$ cat config.mk
export PLATFORM = sky130hd
export DESIGN_NAME = tkfs_ctrl
export DESIGN_NICKNAME = d
export VERILOG_FILES = /design/src/rtl/core/tkfs_pkg.sv /design/src/rtl/core/tkfs_ctrl.sv
export SDC_FILE = /design/constraint.sdc
export NUM_CORES = 1
export LEC_CHECK = 0
export ABC_AREA = 1
export ABC_CLOCK_PERIOD_IN_PS = 800
export BUFFER_PORTS_ARGS = -buffer_cell sky130_fd_sc_hd__buf_4
export CAP_MARGIN = 20
export CORE_AREA = 2 2 39 41
export DETAILED_ROUTE_END_ITERATION = 16
export DIE_AREA = 0 0 41 43
export GPL_TIMING_DRIVEN = 0
export PLACE_DENSITY = 0.3
export SETUP_SLACK_MARGIN = 0.5
export SYNTH_ARGS = -nofsm -noshare
export SYNTH_HDL_FRONTEND = slang
export SYNTH_SLANG_ARGS = --single-unit
$ cat constraint.sdc
create_clock -name i_clk -period 0.8 [get_ports i_clk]
set_clock_uncertainty 0.05 [all_clocks]
set_input_delay 0.04 -clock i_clk [delete_from_list [all_inputs] [get_ports i_clk]]
set_output_delay 0.04 -clock i_clk [all_outputs]
set_load 0.05 [all_outputs]
$ cat src/rtl/core/tkfs_pkg.sv
// Shared types and constants for the top-k flow selection unit.
`timescale 1ns / 1ps

package tkfs_pkg;

    localparam int ID_W   = 32;
    localparam int FLOW_W = 24;
    localparam int RANK_W = 5;
    localparam int CFG_W  = 6;

    localparam int unsigned DEFAULT_DEPTH = 32;
    localparam logic [CFG_W-1:0] MAX_SELECT_RESET = 6'd32;

    typedef struct packed {
        logic [ID_W-1:0]   candidate_id;
        logic              flow_known;
        logic [FLOW_W-1:0] flow_value;
        logic              set_end;
    } t_cand;

    typedef struct packed {
        logic [ID_W-1:0]   chosen_id;
        logic [FLOW_W-1:0] chosen_flow;
        logic [RANK_W-1:0] rank;
        logic              run_last;
        logic              none_chosen;
    } t_result;

    // Commands from the controller to the datapath.
    typedef struct packed {
        logic take;
        logic size;
        logic emit;
        logic emit_empty;
    } t_cmd;

    // Status from the datapath to the controller.
    typedef struct packed {
        logic slot_free;
        logic sel_zero;
        logic last_one;
    } t_status;

endpackage

$ cat src/rtl/core/tkfs_ctrl.sv
// Controller state machine: collect candidates, size the set, drain results.
`timescale 1ns / 1ps

module tkfs_ctrl (
    input  logic             i_clk,
    input  logic             i_rst_n,
    input  logic             i_in_valid,
    input  logic             i_set_end,
    input  tkfs_pkg::t_status i_status,
    output logic             o_in_ready,
    output tkfs_pkg::t_cmd   o_cmd
);
    import tkfs_pkg::*;

    typedef enum logic [1:0] {
        S_TAKE,
        S_SIZE,
        S_EMIT,
        S_EMPTY
    } t_state;

    t_state r_state;
    t_state n_state;

    always_comb begin
        n_state = r_state;
        o_cmd   = '0;
        case (r_state)
            S_TAKE: begin
                o_cmd.take = i_in_valid;
                if (i_in_valid && i_set_end) begin
                    n_state = S_SIZE;
                end
            end
            S_SIZE: begin
                o_cmd.size = 1'b1;
                n_state = i_status.sel_zero ? S_EMPTY : S_EMIT;
            end
            S_EMIT: begin
                if (i_status.slot_free) begin
                    o_cmd.emit = 1'b1;
                    if (i_status.last_one) begin
                        n_state = S_TAKE;
                    end
                end
            end
            S_EMPTY: begin
                if (i_status.slot_free) begin
                    o_cmd.emit_empty = 1'b1;
                    n_state = S_TAKE;
                end
            end
            default: begin
                n_state = S_TAKE;
            end
        endcase
    end

    always_ff @(posedge i_clk) begin
        if (!i_rst_n) begin
            r_state    <= S_TAKE;
            o_in_ready <= 1'b1;
        end else begin
            r_state    <= n_state;
            o_in_ready <= (n_state == S_TAKE);
        end
    end

endmodule

==> metrics.md <==
| Metric | Value |
|---|---|
| Initial DRC Count | `0` |
| Power Internal | `452 uW` |
| # fillers | `153` |
| Maximum vdd drop | `0.675 mV` |
| Critical path fanouts, max | `6` |
| Global routing's busiest layer | `met2` |
| CTS tree | `yes` |
| Hold Path Class | `in2reg` |
| Inst Count DP | `49` |
| Critical path arrival | `0.98 ns` |
| Failing checks | `hold timing, setup timing` |
| Final Power | `662 uW` |
| Mean routed wirelength per cell | `8.00 um` |
| Worst Setup Slack, final | `-0.270 ns` |
| GR Util met1 | `7.03%` |
| CTS max path bufs | `2` |
| DR DRC count | `0` |
| Syn_area_per_cell | `6.82 sq um` |
| Setup CP Type | `reg2out` |
| Drt first pass iters | `1` |
| Pleak | `0.000176 uW` |
| Psw | `210 uW` |
| Status | `finished, violations left` |
| Pwr dens | `1650 nW/um^2` |
| Worst-Skew Late Latency | `0.23 ns` |
| Area growth, synth to finish | `167%` |
| Detailed placement HPWL | `352 um` |
| Row cnt | `14` |
| Switching portion of total power | `31.7%` |
| Clk pin slew, worst setup/hold paths | `0.04 ns` |
| Distinct cells, synth | `10` |
| Multi-input logic area | `135 sq um` |
| Max Fclk | `0.934 GHz` |
| CP required | `0.71 ns` |
| Drt total wl | `448 um` |
| Fin cells | `56` |
| # port buffers | `11` |
| Vias in the first global route | `210` |
| Setup WS pre-CTS | `-0.196 ns` |
| Storage element area | `71.3 sq um` |
| CTS H-tree depth | `1` |
| Die Span Y | `43 um` |
| Via count | `207` |
| Post-Synthesis Cells | `22` |
| Clock share of power | `39.0%` |
| Sequential area share after synthesis | `40.0%` |
| Setup TNS | `-1.42 ns` |
| Root Buffer | `clkbuf_4` |
| Logic pwr share | `32.9%` |
| Cells along the critical path | `buf_4 -> nor2_4 -> buf_6` |
| Critical path's slowest cell | `dfxtp_4` |
| Final Max Slew Viols | `0` |
| CP peak stage delay | `0.36 ns` |
| Worst-Margin Slew | `0.135 ns` |
| Tot GR Track Use | `6.61%` |
| Number of synthesized register bits | `3` |
| CP endpoint kind | `output pin` |
| GPL Wtd Cong | `0.551` |
| Unrepaired setup endpoints after global routing | `true` |
| Antenna viol nets, final | `0` |
| Max_slew headroom | `90.9%` |
| N_diodes | `0` |
| Max cap viols | `0` |
| Syn nets | `29` |
| Period utilization | `134%` |
| Final setup viols | `7` |
| Startpoint Class | `flip-flop` |
| Global Route met3 Usage | `3.14%` |
| Mapped cell area | `150 sq um` |
| Die Width | `41 um` |
| Initial Util | `10.8%` |
| Register share of total power | `28.1%` |
| Core Area | `1380 sq um` |
| Layout cells sized above 1 | `75.0%` |
| CTS buffer count | `3` |
| Pin count of the biggest net entering global routing | `8` |
| Sink Count | `3` |
| Final hold viol count | `1` |
| GRT met2 Usage | `9.06%` |
| Layout Nets | `48` |
| Via density | `3.70` |
| GR Overflow Total | `0` |
| IO Count | `12` |
| Die area | `1760 sq um` |
| Worst hold slack | `-0.0550 ns` |
| Ys Warns | `0` |
| Initial antenna violation count | `0` |
| Final worst path period need | `1.07 ns` |
| First-pass GRT wire length | `759 um` |
[layout by cell type (no fill, tap or decap), drive strengths merged]
cell type,n
a21boi,1
nor3b,1
nand2,3
o21ai,1
clkbuf,4
dfxtp,3
buf,14
a21oi,1
nand3,2
nor2,7
inv,3
[timing repair]
action	CTS	global route
gates resized for setup	11	4
endpoints found under the hold margin	1	1
setup buffers	2	1
pin swaps	4	3
setup endpoints to repair	8	8
[power by group through the flow]
stage | Sequential, uW | Combinational [uW] | Clock, uW
floorplan | 209 | 90.8 | 0
global placement | 191 | 168 | 0
detailed placement | 191 | 169 | 0
CTS | 190 | 204 | 277
global route | 189 | 233 | 289
finish | 186 | 218 | 258
[cell usage after synthesis]
master | n | area [sq um]
a21oi_2 | 1 | 8.76
a21boi_1 | 1 | 7.51
nand2_2 | 1 | 6.26
nand2_1 | 2 | 7.51
nand3_1 | 2 | 10.0
o21ai_1 | 1 | 5.00
inv_1 | 3 | 11.3
nor3b_1 | 1 | 7.51
nor2_1 | 7 | 26.3
dfxtp_1 | 3 | 60.1
[flip-flops by register name, summed over array words and instances (netlist names)]
register	count
o_in_ready	1
r_state	2
[logic make-up (layout without fill, tap and decap cells)]
family / after synthesis / count (layout) / share of synthesized area (%)
and+or+nand+nor: 13 / 13 / 38.3
AOI/OAI and AO/OA: 3 / 3 / 14.2
DFF: 3 / 3 / 40.0
buffers and inverters: 3 / 21 / 7.50
[final cells by class]
type	instances	share of cell area, %
Timing Repair Buffer	14	33.6
Sequential cell	3	17.8
Clock buffer	4	6.54
Tap cell	16	4.98
Multi-Input combinational cell	16	33.6
Inverter	3	3.43
[per-layer routing]
| layer | vias up | wire length [um] | part of all wire (%) |
|---|---|---|---|
| li1 | 108 | - | - |
| met5 | - | 0 | 0 |
| met1 | 93 | 180 | 40 |
| met4 | 0 | 0 | 0 |
| met2 | 6 | 240 | 54 |
| met3 | 0 | 27 | 6.0 |
[final timing paths]
path                    startpoint                    end  slack, ns  depth (start not counted)
max          r_state[0]$_SDFF_PN0_               o_cmd[1]      -0.27                          3
min                        i_rst_n  o_in_ready$_SDFF_PN1_      -0.05                          2
max reg2reg  r_state[1]$_SDFF_PN0_  o_in_ready$_SDFF_PN1_      -0.20                          5
min reg2reg  r_state[0]$_SDFF_PN0_  r_state[0]$_SDFF_PN0_       0.53                          2
[per-stage QoR]
stage          instance area (sq um)  utilization [%]
6_report                         402             29.0
5_1_grt                          402             29.0
4_1_cts                          379             27.4
3_5_place_dp                     298             21.5
3_3_place_gp                     298             21.5
2_1_floorplan                    195                -
[critical path: cells and delay by family (launching register included)]
| kind | cells | cell delay, ns |
|---|---|---|
| flops | 1 | 0.36 |
| buf+inv | 2 | 0.31 |
| simple gates | 1 | 0.07 |
No activity file was read; power rests on OpenSTA's default activity.
